## src/design/udl_pkg.sv

```systemverilog
`timescale 1ns / 1ps
// Shared types, character constants and hex helpers for the URL percent decoder.
// No dependencies.
package udl_pkg;

    localparam logic [7:0]  CH_PCT   = 8'h25;
    localparam logic [7:0]  CH_PLUS  = 8'h2b;
    localparam logic [7:0]  CH_SPACE = 8'h20;
    localparam logic [15:0] LIMIT_RST = 16'd255;
    localparam int          CAND_N   = 3;
    localparam int          GRP_N    = 4;

    typedef enum logic [2:0] {
        HOLD_NONE = 3'b001,
        HOLD_PCT  = 3'b010,
        HOLD_DIG  = 3'b100
    } t_hold;

    typedef struct packed {
        logic [CAND_N-1:0][7:0] cand;
        logic [1:0]             nc;
        t_hold                  hold;
        logic [7:0]             held;
    } t_dec;

    typedef struct packed {
        logic [GRP_N-1:0][7:0] bytes;
        logic [2:0]            n;
        logic                  term;
        logic [16:0]           cnt;
    } t_grp;

    function automatic logic is_hex(input logic [7:0] c);
        return (c >= 8'h30 && c <= 8'h39) || (c >= 8'h61 && c <= 8'h66) ||
               (c >= 8'h41 && c <= 8'h46);
    endfunction

    function automatic logic [3:0] hex_val(input logic [7:0] c);
        logic [7:0] v;
        if (c >= 8'h30 && c <= 8'h39) begin
            v = c - 8'h30;
        end else if (c >= 8'h61 && c <= 8'h66) begin
            v = c - 8'h57;
        end else begin
            v = c - 8'h37;
        end
        return v[3:0];
    endfunction

endpackage

```

## src/design/udl_decode.sv

```systemverilog
`timescale 1ns / 1ps
// Escape decoder: from the held state and one input word, lists the bytes due
// (before limit check) and the next held state. Depends on udl_pkg.
module udl_decode import udl_pkg::*; (
    input  logic [7:0] i_byte,
    input  logic       i_last,
    input  t_hold      i_hold,
    input  logic [7:0] i_held,
    output t_dec       o_dec
);

    always_comb begin
        logic [CAND_N-1:0][7:0] cand;
        logic [1:0]             n;
        t_hold                  hold;
        logic [7:0]             held;
        logic                   do_fresh;

        cand     = '0;
        n        = 2'd0;
        hold     = HOLD_NONE;
        held     = i_held;
        do_fresh = 1'b0;

        case (i_hold)
            HOLD_PCT: begin
                if (is_hex(i_byte)) begin
                    held = i_byte;
                    hold = HOLD_DIG;
                end else begin
                    cand[n]  = CH_PCT;
                    n        = n + 2'd1;
                    do_fresh = 1'b1;
                end
            end
            HOLD_DIG: begin
                if (is_hex(i_byte)) begin
                    cand[n] = {hex_val(i_held), hex_val(i_byte)};
                    n       = n + 2'd1;
                end else begin
                    cand[n]  = CH_PCT;
                    n        = n + 2'd1;
                    cand[n]  = i_held;
                    n        = n + 2'd1;
                    do_fresh = 1'b1;
                end
            end
            default: begin
                do_fresh = 1'b1;
            end
        endcase

        if (do_fresh) begin
            if (i_byte == CH_PCT) begin
                hold = HOLD_PCT;
            end else begin
                cand[n] = (i_byte == CH_PLUS) ? CH_SPACE : i_byte;
                n       = n + 2'd1;
            end
        end

        // flush an unfinished escape at end of string
        if (i_last) begin
            if (hold == HOLD_PCT) begin
                cand[n] = CH_PCT;
                n       = n + 2'd1;
            end else if (hold == HOLD_DIG) begin
                cand[n] = CH_PCT;
                n       = n + 2'd1;
                cand[n] = held;
                n       = n + 2'd1;
            end
        end

        o_dec.cand = cand;
        o_dec.nc   = n;
        o_dec.hold = hold;
        o_dec.held = held;
    end

endmodule

```

## src/design/udl_outq.sv

```systemverilog
`timescale 1ns / 1ps
// Result buffer: loads the group of results of one word and shifts them out one
// per cycle on the output handshake. Depends on udl_pkg.
module udl_outq import udl_pkg::*; (
    input  logic        i_clk,
    input  logic        i_rst_n,
    input  logic        i_load,
    input  t_grp        i_grp,
    output logic        o_load_ok,
    output logic        o_out_valid,
    input  logic        i_out_ready,
    output logic [7:0]  o_out_byte,
    output logic        o_is_terminator,
    output logic [16:0] o_out_count,
    output logic        o_last
);

    logic [GRP_N-1:0][7:0] r_bytes, n_bytes;
    logic [2:0]            r_rem, n_rem;
    logic                  r_term, n_term;
    logic [16:0]           r_cnt, n_cnt;
    logic                  take;

    assign o_out_valid     = (r_rem != 3'd0);
    assign take            = o_out_valid && i_out_ready;
    assign o_load_ok       = (r_rem == 3'd0) || (r_rem == 3'd1 && i_out_ready);
    assign o_last          = (r_rem == 3'd1);
    assign o_is_terminator = o_last && r_term;
    assign o_out_byte      = r_bytes[0];
    assign o_out_count     = o_is_terminator ? r_cnt : 17'd0;

    always_comb begin
        n_rem   = r_rem;
        n_bytes = r_bytes;
        n_term  = r_term;
        n_cnt   = r_cnt;
        if (i_load) begin
            n_rem   = i_grp.n;
            n_bytes = i_grp.bytes;
            n_term  = i_grp.term;
            n_cnt   = i_grp.cnt;
        end else if (take) begin
            n_rem   = r_rem - 3'd1;
            n_bytes = {8'h00, r_bytes[GRP_N-1:1]};
        end
    end

    always_ff @(posedge i_clk) begin
        if (!i_rst_n) begin
            r_rem <= 3'd0;
        end else begin
            r_rem <= n_rem;
        end
        r_bytes <= n_bytes;
        r_term  <= n_term;
        r_cnt   <= n_cnt;
    end

endmodule

```

## src/design/url_percent_decoder_limited_unit.sv

```systemverilog
`timescale 1ns / 1ps
// URL percent decoder with output limit. A word goes through the input register,
// then the result buffer, before its first result. Throughput: 1 word per cycle
// while the output is ready and each word gives at most one result; a word with
// more results holds the input until the one-result-per-cycle buffer drains it.
// Reset: synchronous active-low i_rst_n clears state; limit returns to 255.
module url_percent_decoder_limited_unit import udl_pkg::*; (
    input  logic        i_clk,
    input  logic        i_rst_n,
    input  logic        i_cfg_we,
    input  logic [15:0] i_cfg_data,
    input  logic        i_in_valid,
    output logic        o_in_ready,
    input  logic [7:0]  i_in_byte,
    input  logic        i_in_last,
    output logic        o_out_valid,
    input  logic        i_out_ready,
    output logic [7:0]  o_out_byte,
    output logic        o_is_terminator,
    output logic [16:0] o_out_count,
    output logic        o_last
);

    logic        r_in_valid, n_in_valid;
    logic [7:0]  r_in_byte;
    logic        r_in_last;
    logic [15:0] r_limit;
    t_hold       r_hold, n_hold;
    logic [7:0]  r_held, n_held;
    logic [16:0] r_cnt, n_cnt;
    logic        r_stopped, n_stopped;

    t_dec        dec;
    t_grp        grp;
    logic        load_ok;
    logic        move;
    logic [1:0]  nc;
    logic [16:0] room;
    logic [1:0]  avail;
    logic [1:0]  k;

    udl_decode u_dec (
        .i_byte (r_in_byte),
        .i_last (r_in_last),
        .i_hold (r_hold),
        .i_held (r_held),
        .o_dec  (dec)
    );

    assign move       = r_in_valid && load_ok;
    assign o_in_ready = !r_in_valid || load_ok;
    assign n_in_valid = i_in_valid ? 1'b1 : (r_in_valid && !move);

    // limit check over the due bytes, in order
    always_comb begin
        nc    = r_stopped ? 2'd0 : dec.nc;
        room  = (r_cnt >= {1'b0, r_limit}) ? 17'd0 : ({1'b0, r_limit} - r_cnt);
        avail = (room >= 17'd3) ? 2'd3 : room[1:0];
        k     = (nc < avail) ? nc : avail;

        for (int i = 0; i < GRP_N; i++) begin
            grp.bytes[i] = (i < CAND_N && 2'(i) < k) ? dec.cand[i % CAND_N] : 8'h00;
        end
        grp.n    = {1'b0, k} + {2'b00, r_in_last};
        grp.term = r_in_last;
        grp.cnt  = r_cnt + {15'd0, k} + 17'd1;

        n_hold    = r_hold;
        n_held    = r_held;
        n_cnt     = r_cnt;
        n_stopped = r_stopped;
        if (move) begin
            if (r_in_last) begin
                n_hold    = HOLD_NONE;
                n_held    = 8'h00;
                n_cnt     = 17'd0;
                n_stopped = 1'b0;
            end else begin
                n_hold    = r_stopped ? r_hold : dec.hold;
                n_held    = r_stopped ? r_held : dec.held;
                n_cnt     = r_cnt + {15'd0, k};
                n_stopped = r_stopped || (nc > avail);
            end
        end
    end

    udl_outq u_outq (
        .i_clk           (i_clk),
        .i_rst_n         (i_rst_n),
        .i_load          (move),
        .i_grp           (grp),
        .o_load_ok       (load_ok),
        .o_out_valid     (o_out_valid),
        .i_out_ready     (i_out_ready),
        .o_out_byte      (o_out_byte),
        .o_is_terminator (o_is_terminator),
        .o_out_count     (o_out_count),
        .o_last          (o_last)
    );

    always_ff @(posedge i_clk) begin
        if (!i_rst_n) begin
            r_in_valid <= 1'b0;
            r_limit    <= LIMIT_RST;
            r_hold     <= HOLD_NONE;
            r_held     <= 8'h00;
            r_cnt      <= 17'd0;
            r_stopped  <= 1'b0;
        end else begin
            r_in_valid <= n_in_valid;
            if (i_cfg_we) begin
                r_limit <= i_cfg_data;
            end
            r_hold    <= n_hold;
            r_held    <= n_held;
            r_cnt     <= n_cnt;
            r_stopped <= n_stopped;
        end
    end

    always_ff @(posedge i_clk) begin
        if (i_in_valid && o_in_ready) begin
            r_in_byte <= i_in_byte;
            r_in_last <= i_in_last;
        end
    end

endmodule

```

## config.mk

```make
export PLATFORM = sky130hd
export DESIGN_NAME = url_percent_decoder_limited_unit
export DESIGN_NICKNAME = d
export VERILOG_FILES = /design/src/design/udl_pkg.sv /design/src/design/udl_decode.sv /design/src/design/udl_outq.sv /design/src/design/url_percent_decoder_limited_unit.sv
export SDC_FILE = /design/constraint.sdc
export NUM_CORES = 1
export LEC_CHECK = 0
export BUFFER_PORTS_ARGS = -buffer_cell sky130_fd_sc_hd__buf_2
export CAP_MARGIN = 0
export CELL_PAD_IN_SITES_DETAIL_PLACEMENT = 1
export CELL_PAD_IN_SITES_GLOBAL_PLACEMENT = 2
export CORE_MARGIN = 3
export CORE_UTILIZATION = 39
export CTS_CLUSTER_DIAMETER = 100
export DETAILED_ROUTE_END_ITERATION = 7
export GPL_TIMING_DRIVEN = 0
export PLACE_DENSITY_LB_ADDON = 0.1
export SLEW_MARGIN = 5
export SYNTH_ARGS = -nofsm -noshare
export SYNTH_HDL_FRONTEND = slang
export SYNTH_HIERARCHICAL = 1
export SYNTH_SLANG_ARGS = --single-unit
```

## constraint.sdc

```tcl
create_clock -name i_clk -period 8.6 [get_ports i_clk]
set_input_delay 0.86 -clock i_clk [delete_from_list [all_inputs] [get_ports i_clk]]
set_output_delay 0.86 -clock i_clk [all_outputs]
set_load 0.05 [all_outputs]
```

==> flow_metrics.env, run 1 <==
export IMPL_status="complete, no violations"
export IMPL_min_path_type="reg2reg"
export IMPL_grt_pass1_vias=7108
export IMPL_fin_crit_ns=7.99
export IMPL_dr_wl_met3_um=709
export IMPL_cts_buffer_depth=2
export IMPL_leakage_uw=0.00339
export IMPL_grt_pass1_wl_mm=38.3
export IMPL_drt_total_wl_mm=24.0
export IMPL_netlist_area_leader_share_pct=22.6
export IMPL_synth_ff_type="edfxtp_1"
export IMPL_avgSynthCellArea_um2=9.01
export IMPL_synthArstFlopShare_pct=0
export IMPL_synth_edff_count=59
export IMPL_ir_worst_vdd_uv=107
export IMPL_ys_ff_latch=108
export IMPL_fp_dieH_um=148
export IMPL_cts_max_level=3
export IMPL_design_portCount=59
export IMPL_cts_tree="done"
export IMPL_dr_max_layer_used="met4"
export IMPL_reg2reg_depth=27
export IMPL_crit_slowest_cell="or4_4"
export IMPL_final_area_um2=8870
export IMPL_antenna_cells=0
export IMPL_final_nets=1024
export IMPL_fp_row_count=51
export IMPL_hold_violations=0
export IMPL_tritoncts_num_buffers=9
export IMPL_crit_path_end_kind="flip-flop"
export IMPL_synth_cells=871
export IMPL_clock_fmax_mhz=125
export IMPL_yosys_warnings=6
export IMPL_syn_to_final_growth_pct=13.1
export IMPL_drc=0
export IMPL_dp_hpwl_mm=18.6
export IMPL_design_core_area_um2=19600
export IMPL_setup_viol=0
export IMPL_hold_depth=2
export IMPL_tightestPinTransition_ns=1.03
export IMPL_met1Wirelength_mm=10.1
export IMPL_synth_cell_types=86
export IMPL_worstPathArrival_ns=8.08
export IMPL_skew_ns=0.00815
export IMPL_viasPerCell=5.56
export IMPL_antenna_found_initial=0
export IMPL_yosys_top_cells_area="edfxtp_1, dfxtp_1, ha_1, nand2_1, mux2_2"
export IMPL_clkSinkCount=108
export IMPL_drt_first_pass_iters=7
export IMPL_wl_met2_mm=12.4
export IMPL_grt_max_degree=33
export IMPL_die_area_um2=21900
export IMPL_root_buffer="clkbuf_16"
export IMPL_yosysTopAreaCell="edfxtp_1"
export IMPL_placed_cell_area_um2=8490
export IMPL_crit_fanout=10
export IMPL_period_share_pct=92.9
export IMPL_cpPeakStageDelay_ns=0.58
export IMPL_die_x_um=148
export IMPL_n_fill_cell=2342
export IMPL_drv_cap=0
export IMPL_first_iter_violations=351
export IMPL_wire_per_inst_um=19.7
export IMPL_clkTransAtPathRegs_ns=0.08
export IMPL_port_buffers=57
export IMPL_cp_start_kind="flip-flop"
export IMPL_slew_headroom_pct=31.0
export IMPL_final_layout_size_suffix_gt1_share_pct=18.0
export IMPL_grt_usage_pct=22.0
export IMPL_yosysSeqAreaShare_pct=35.1
export IMPL_post_route_util_pct=45.3
export IMPL_vias=6783
export IMPL_gp_congestion=0.893
export IMPL_timing_hold_ws_ns=0.487
export IMPL_powerDensity_nw_per_um2=216
export IMPL_worstPathRequired_ns=8.69
export IMPL_path_class="reg2reg"
export IMPL_gr_total_overflow=0
export IMPL_tns_ns=0
export IMPL_drtAntennaViolNets=0
export IMPL_clock_latency_ns=0.36
export IMPL_initial_core_util_pct=40.1
export IMPL_rsz0062_at_grt="false"
export IMPL_cts_hold_buf=0
export IMPL_netlist_area_um2=7850
export IMPL_slew_violations=0
==> cells by family after synthesis <==
| logic type | after synthesis | synth area share (%) |
|---|---|---|
| simple gates | 335 | 23.7 |
| flops | 108 | 35.1 |
| xor+xnor | 35 | 3.91 |
| buf+inv | 97 | 5.87 |
| compound gates | 210 | 18.6 |
| mux | 41 | 5.61 |
| other cells | 1 | 0.0478 |
| fa+ha+maj | 44 | 7.21 |
==> worst max-delay path, delay by kind of cell, from the launching register on <==
| kind | cells | cell delay [ns] |
|---|---|---|
| AO/OA/AOI/OAI | 5 | 1.24 |
| XOR/XNOR | 2 | 0.24 |
| adder cells (fa/ha/maj) | 5 | 1.64 |
| buffers and inverters | 2 | 0.12 |
| flip-flops | 1 | 0.39 |
| AND/OR/NAND/NOR | 13 | 4.08 |
==> final cells by class <==
cell class	count	area (um2)	area share (%)
clock buffer	10	229	2.58
clock inverter	6	56.3	0.635
inverter	45	169	1.90
sequential	108	2750	31.0
buffer	50	285	3.22
tap	265	332	3.74
multi-input combinational	673	4720	53.2
timing repair buffer	63	330	3.72
==> routing by layer <==
metal / track usage [%] / vias up
li1: - / 3320
met1: 26.6 / 3301
met2: 40.0 / 122
met3: 3.22 / 40
met4: 7.71 / 0
met5: 0 / -
==> metrics by stage <==
| step | worst slack, ns | total power [uW] | std cells |
|---|---|---|---|
| floorplan | 1.22 | 1300 | 878 |
| global placement | -0.0273 | 1460 | 1200 |
| detailed placement | -0.255 | 1500 | 1200 |
| CTS | 0.0296 | 1930 | 1217 |
| global route | 0.0702 | 2030 | 1220 |
| finish | 0.614 | 1910 | 1220 |
==> final timing paths <==
kind                                     end                     from  slack (ns)
setup / recovery  u_outq/r_cnt[15]$_DFFE_PP_    r_cnt[0]$_SDFFE_PN0P_        0.61
setup reg to reg  u_outq/r_cnt[15]$_DFFE_PP_    r_cnt[0]$_SDFFE_PN0P_        0.61
hold reg to reg      r_limit[3]$_SDFFE_PN1P_  r_limit[3]$_SDFFE_PN1P_        0.49
hold / removal       r_limit[3]$_SDFFE_PN1P_  r_limit[3]$_SDFFE_PN1P_        0.49
==> cells in the mapped netlist (13+ instances only) <==
| master | instances |
|---|---|
| ha_1 | 42 |
| dfxtp_1 | 49 |
| and2_1 | 37 |
| nor2b_1 | 35 |
| nor2_1 | 43 |
| mux2_2 | 24 |
| a211oi_1 | 13 |
| nand3_1 | 17 |
| edfxtp_1 | 59 |
| a21oi_1 | 43 |
| o22ai_1 | 14 |
| nand2_1 | 85 |
| clkbuf_1 | 26 |
| inv_1 | 41 |
| and3_1 | 41 |
| mux2i_1 | 17 |
| xnor2_1 | 28 |
| o21ai_0 | 38 |
| nor3_1 | 15 |
| o31ai_1 | 13 |
==> cell usage in the layout (no fill, tap or decap), types with 24 or more instances in the layout <==
cell type / netlist / routed
and2_1: 37 / 37
o21ai_0: 38 / 37
inv_1: 41 / 41
mux2_2: 24 / 24
nand2_1: 85 / 84
and3_1: 41 / 41
dfxtp_1: 49 / 49
buf_2: 9 / 66
clkbuf_1: 26 / 24
a21oi_1: 43 / 41
ha_1: 42 / 42
edfxtp_1: 59 / 59
nor2b_1: 35 / 35
nor2_1: 43 / 41
xnor2_1: 28 / 27
==> sequential cells by signal (all words and copies together) (netlist names) <==
| register | flops |
|---|---|
| r_stopped | 1 |
| r_hold | 3 |
| r_held | 8 |
| u_outq/r_bytes | 24 |
| r_in_byte | 8 |
| u_outq/r_cnt | 17 |
| r_in_valid | 1 |
| u_outq/r_rem | 3 |
| u_outq/r_term | 1 |
| u_outq/o_out_byte | 8 |
| r_limit | 16 |
| r_in_last | 1 |
| r_cnt | 17 |
==> power by group <==
| part | switching [uW] | internal (uW) |
|---|---|---|
| Clock | 211 | 204 |
| Combinational | 482 | 249 |
| Sequential | 48.6 | 718 |
==> timing repair <==
action                                  CTS  global route
setup buffers                             1             5
gates resized for setup                   3             9
pin swaps                                 1             1
endpoints found under the setup margin    4             8
(Power assumes the default switching activity.)
==> inputs of run 2 (changes only) <==
--- a/config.mk
+++ b/config.mk
@@ -7,13 +7,11 @@
 export LEC_CHECK = 0
 export BUFFER_PORTS_ARGS = -buffer_cell sky130_fd_sc_hd__buf_2
-export CAP_MARGIN = 0
-export CELL_PAD_IN_SITES_DETAIL_PLACEMENT = 1
-export CELL_PAD_IN_SITES_GLOBAL_PLACEMENT = 2
+export CAP_MARGIN = 15
 export CORE_MARGIN = 3
-export CORE_UTILIZATION = 39
+export CORE_UTILIZATION = 54
 export CTS_CLUSTER_DIAMETER = 100
 export DETAILED_ROUTE_END_ITERATION = 7
 export GPL_TIMING_DRIVEN = 0
-export PLACE_DENSITY_LB_ADDON = 0.1
+export PLACE_DENSITY = 0.73
 export SLEW_MARGIN = 5
 export SYNTH_ARGS = -nofsm -noshare
==> constraint.sdc (replaced) <==
create_clock -name i_clk -period 8.6 [get_ports i_clk]
set_input_delay 0.86 -clock i_clk [delete_from_list [all_inputs] [get_ports i_clk]]
set_output_delay 0.86 -clock i_clk [all_outputs]
set_load 0.02 [all_outputs]
==> flow_metrics.env, run 2 (synthesis results as in run 1) <==
export IMPL_status="complete, no violations"
export IMPL_fin_crit_ns=8.14
export IMPL_slew_headroom_pct=38.1
export IMPL_drtAntennaViolNets=0
export IMPL_drt_first_pass_iters=5
export IMPL_worstPathArrival_ns=8.23
export IMPL_cp_start_kind="flip-flop"
export IMPL_leakage_uw=0.00344
export IMPL_antenna_found_initial=0
export IMPL_crit_fanout=10
export IMPL_final_layout_size_suffix_gt1_share_pct=18.1
export IMPL_antenna_cells=0
export IMPL_largestRegisters="u_outq/r_bytes x24, r_cnt x17, u_outq/r_cnt x17"
export IMPL_clkSinkCount=108
export IMPL_cpPeakStageDelay_ns=0.58
export IMPL_fp_row_count=43
export IMPL_design_core_area_um2=14000
export IMPL_wire_per_inst_um=17.5
export IMPL_stdcell_count=1142
export IMPL_viasPerCell=5.88
export IMPL_largest_register_ffs=24
export IMPL_cts_tree="done"
export IMPL_gp_congestion=0.956
export IMPL_period_share_pct=94.6
export IMPL_grt_pass1_vias=6457
export IMPL_drt_total_wl_mm=19.9
export IMPL_die_area_um2=16000
export IMPL_fp_dieH_um=127
export IMPL_die_x_um=127
export IMPL_grt_usage_pct=25.2
export IMPL_root_buffer="clkbuf_16"
export IMPL_total_power_uw=1860
export IMPL_syn_to_final_growth_pct=12.6
export IMPL_clock_fmax_mhz=123
export IMPL_tritoncts_num_buffers=9
export IMPL_vias=6715
export IMPL_placed_cell_area_um2=8410
export IMPL_drc=0
export IMPL_layout_commonest_cell="nand2_1"
export IMPL_first_iter_violations=602
export IMPL_final_cell_mix="nand2_1, buf_2, edfxtp_1"
export IMPL_cts_max_level=3
export IMPL_worstPathRequired_ns=8.69
export IMPL_grt_pass1_wl_mm=32.5
export IMPL_dp_cells=1116
export IMPL_tightestPinTransition_ns=0.920
export IMPL_powerDensity_nw_per_um2=210
export IMPL_ir_worst_vdd_uv=134
export IMPL_final_nets=1031
export IMPL_cts_buffer_depth=2
export IMPL_initial_core_util_pct=55.9
export IMPL_design_portCount=59
export IMPL_port_buffers=57
export IMPL_hold_violations=0
export IMPL_gr_total_overflow=0
export IMPL_grt_max_degree=29
export IMPL_path_class="reg2reg"
export IMPL_crit_path_end_kind="flip-flop"
export IMPL_skew_ns=0.00924
export IMPL_drv_cap=0
export IMPL_setup_viol=0
export IMPL_final_area_um2=8840
export IMPL_crit_slowest_cell="or4_4"
export IMPL_slew_violations=0
export IMPL_min_path_type="reg2reg"
export IMPL_largest_register="u_outq/r_bytes"
export IMPL_dp_hpwl_mm=14.9
export IMPL_clkTransAtPathRegs_ns=0.08
export IMPL_clock_latency_ns=0.35
[run 2: final timing paths]
check | slack (ns) | endpoint | startpoint | cells past startpoint
setup / recovery | 0.46 | u_outq/r_cnt[15]$_DFFE_PP_ | r_cnt[9]$_SDFFE_PN0P_ | 28
hold / removal | 0.49 | r_limit[5]$_SDFFE_PN1P_ | r_limit[5]$_SDFFE_PN1P_ | 2
setup reg to reg | 0.46 | u_outq/r_cnt[15]$_DFFE_PP_ | r_cnt[9]$_SDFFE_PN0P_ | 28
hold reg to reg | 0.49 | r_limit[5]$_SDFFE_PN1P_ | r_limit[5]$_SDFFE_PN1P_ | 2
[run 2: power breakdown]
part / switching (uW) / total, uW / internal [uW] / leakage, uW
Clock: 196 / 455 / 259 / 0.000154
Sequential: 42.2 / 758 / 716 / 0.000970
Combinational: 376 / 642 / 267 / 0.00232
Total: 614 / 1860 / 1240 / 0.00344
[run 2: critical path: cells and delay by family, from the launching register on]
family / cells / cell delay, ns
buffers and inverters: 4 / 0.91
XOR/XNOR: 2 / 0.30
adder cells (fa/ha/maj): 4 / 1.15
flip-flops: 1 / 0.31
AND/OR/NAND/NOR: 12 / 3.95
AO/OA/AOI/OAI: 6 / 1.23
[run 2: layout make-up]
cell class / count / area, um2
buffer: 50 / 285
clock buffer: 10 / 229
clock inverter: 6 / 93.8
fill: 1257 / 5200
inverter: 45 / 169
multi-input combinational: 673 / 4680
sequential: 108 / 2750
tap: 180 / 225
timing repair buffer: 70 / 403
[run 2: per-stage QoR]
step / setup TNS, ns / setup WS (ns) / hold WS [ns] / util [%]
global placement: 0 / 0.0726 / 0.467 / 59.7
floorplan: 0 / 1.22 / 0.449 / -
global route: -0.0437 / -0.0437 / 0.517 / 62.9
CTS: 0 / 0.0238 / 0.492 / 62.2
finish: 0 / 0.464 / 0.486 / 62.9
detailed placement: -0.0332 / -0.0332 / 0.470 / 59.9
[run 2: routing by layer]
metal | part of all wire, % | track usage [%] | wire length, um | up-vias
met4 | 4.4 | 11.0 | 879 | 0
li1 | - | - | - | 3331
met2 | 49 | 42.9 | 9790 | 165
met3 | 4.0 | 5.18 | 799 | 53
met1 | 42 | 31.0 | 8460 | 3166
met5 | 0 | 0 | 0 | -
[run 2: repair_timing]
action,CTS,global route
gates resized for setup,2,4
setup buffers,0,12
hold buffers,0,0
cloned,0,0
endpoints found under the setup margin,2,8
pin swaps,0,2
==> inputs of run 3 (changes only) <==
Settings changed: CTS_BUF_LIST set to sky130_fd_sc_hd__clkbuf_4.
==> flow_metrics.env, run 3 (synthesis results as in run 1) <==
export IMPL_status="complete, no violations"
export IMPL_fin_crit_ns=8.11
export IMPL_total_power_uw=1700
export IMPL_crit_slowest_cell="or4_4"
export IMPL_layout_commonest_cell="nand2_1"
export IMPL_largest_register="u_outq/r_bytes"
export IMPL_design_portCount=59
export IMPL_drt_total_wl_mm=19.8
export IMPL_slew_headroom_pct=38.9
export IMPL_largest_register_ffs=24
export IMPL_cts_buffer_depth=2
export IMPL_clkSinkCount=108
export IMPL_n_fill_cell=1285
export IMPL_leakage_uw=0.00337
export IMPL_cts_tree="done"
export IMPL_clock_latency_ns=0.49
export IMPL_dp_hpwl_mm=14.9
export IMPL_powerDensity_nw_per_um2=196
export IMPL_gr_total_overflow=0
export IMPL_tritoncts_num_buffers=9
export IMPL_drc=0
export IMPL_post_route_util_pct=61.8
export IMPL_antenna_found_initial=0
export IMPL_cpPeakStageDelay_ns=0.58
export IMPL_crit_fanout=10
export IMPL_vias=6686
export IMPL_final_nets=1030
export IMPL_cts_max_level=3
export IMPL_worstPathArrival_ns=8.35
export IMPL_fp_dieH_um=127
export IMPL_clock_fmax_mhz=123
export IMPL_largestRegisters="u_outq/r_bytes x24, r_cnt x17, u_outq/r_cnt x17"
export IMPL_tns_ns=0
export IMPL_die_x_um=127
export IMPL_port_buffers=57
export IMPL_timing_rr_end="u_outq/r_cnt[15]$_DFFE_PP_"
export IMPL_hold_violations=0
export IMPL_root_buffer="clkbuf_4"
export IMPL_cp_start_kind="flip-flop"
export IMPL_design_core_area_um2=14000
export IMPL_reg2reg_depth=28
export IMPL_initial_core_util_pct=55.9
export IMPL_fp_row_count=43
export IMPL_grt_max_degree=29
export IMPL_drt_first_pass_iters=5
export IMPL_min_path_type="reg2reg"
export IMPL_worstPathRequired_ns=8.85
export IMPL_skew_ns=0.0191
export IMPL_grt_pass1_vias=6435
export IMPL_grt_pass1_wl_mm=32.2
export IMPL_placed_cell_area_um2=8410
export IMPL_holdPathEnd="r_limit[5]$_SDFFE_PN1P_"
export IMPL_gp_congestion=0.956
export IMPL_min_delay_start="r_limit[5]$_SDFFE_PN1P_"
export IMPL_drv_cap=0
export IMPL_slew_violations=0
export IMPL_final_cell_mix="nand2_1, buf_2, edfxtp_1"
export IMPL_clkTransAtPathRegs_ns=0.17
export IMPL_tightestPinTransition_ns=0.909
export IMPL_path_class="reg2reg"
export IMPL_ir_worst_vdd_uv=102
export IMPL_period_share_pct=94.3
export IMPL_cts_hold_buf=0
export IMPL_crit_path_end_kind="flip-flop"
export IMPL_final_area_um2=8680
export IMPL_die_area_um2=16000
export IMPL_drtAntennaViolNets=0
export IMPL_viasPerCell=5.86
export IMPL_grt_usage_pct=25.0
export IMPL_final_layout_size_suffix_gt1_share_pct=18.2
export IMPL_antenna_cells=0
export IMPL_timing_rr_start="r_cnt[9]$_SDFFE_PN0P_"
export IMPL_first_iter_violations=493
export IMPL_syn_to_final_growth_pct=10.7
export IMPL_ff2ff_setup_slack_ns=0.49
export IMPL_hold_depth=2
export IMPL_wire_per_inst_um=17.4
export IMPL_setup_viol=0
-- run 3: cell type report --
type / instances / area [um2] / share of cell area (%)
Tap cell: 180 / 225 / 2.59
Clock inverter: 6 / 93.8 / 1.08
Inverter: 45 / 169 / 1.94
Multi-Input combinational cell: 673 / 4690 / 54.0
Clock buffer: 10 / 75.1 / 0.864
Sequential cell: 108 / 2750 / 31.7
Timing Repair Buffer: 69 / 395 / 4.55
Buffer: 50 / 285 / 3.28
-- run 3: worst max path at each step --
stage / slack [ns] / to / from / depth (start not counted)
2_1_floorplan: 1.22 / u_outq/r_cnt[15]$_DFFE_PP_ / r_cnt[9]$_SDFFE_PN0P_ / 28
3_3_place_gp: 0.07 / u_outq/r_cnt[15]$_DFFE_PP_ / r_in_byte[0]$_DFFE_PP_ / 30
3_5_place_dp: -0.03 / u_outq/r_cnt[15]$_DFFE_PP_ / r_in_byte[0]$_DFFE_PP_ / 30
4_1_cts: 0.02 / u_outq/r_cnt[15]$_DFFE_PP_ / r_in_byte[0]$_DFFE_PP_ / 31
5_1_grt: -0.005 / u_outq/r_cnt[15]$_DFFE_PP_ / r_in_byte[1]$_DFFE_PP_ / 31
6_report: 0.49 / u_outq/r_cnt[15]$_DFFE_PP_ / r_cnt[9]$_SDFFE_PN0P_ / 28
-- run 3: power breakdown --
group | internal (uW) | switching (uW)
sequential | 715 | 41.6
combinational | 266 | 373
clock | 124 | 179
-- run 3: what timing repair did --
item | in CTS | in global routing
gates resized for setup | 2 | 6
pin swaps | 0 | 2
setup buffers | 0 | 11
cloned | 0 | 0
setup endpoints to repair | 2 | 8
-- run 3: stage by stage --
stage / hold WS, ns / worst slack, ns / cells
after floorplan: 0.449 / 1.22 / 878
after global placement: 0.467 / 0.0726 / 1115
after detailed placement: 0.470 / -0.0332 / 1116
after CTS: 0.494 / 0.0208 / 1132
after global routing: 0.493 / -0.00537 / 1141
final: 0.505 / 0.492 / 1141
-- run 3: worst max-delay path, delay by kind of cell, from the launching register on --
kind	cells	cell delay [ns]
simple gates	12	3.96
compound gates	6	1.23
fa+ha+maj	4	1.14
buf+inv	4	0.91
flops	1	0.34
xor+xnor	2	0.26
-- run 3: layer usage --
layer	track usage, %	share of wire, %
met1	30.6	42
met2	42.6	49
met3	4.84	4.3
met4	11.2	4.1
met5	0	0
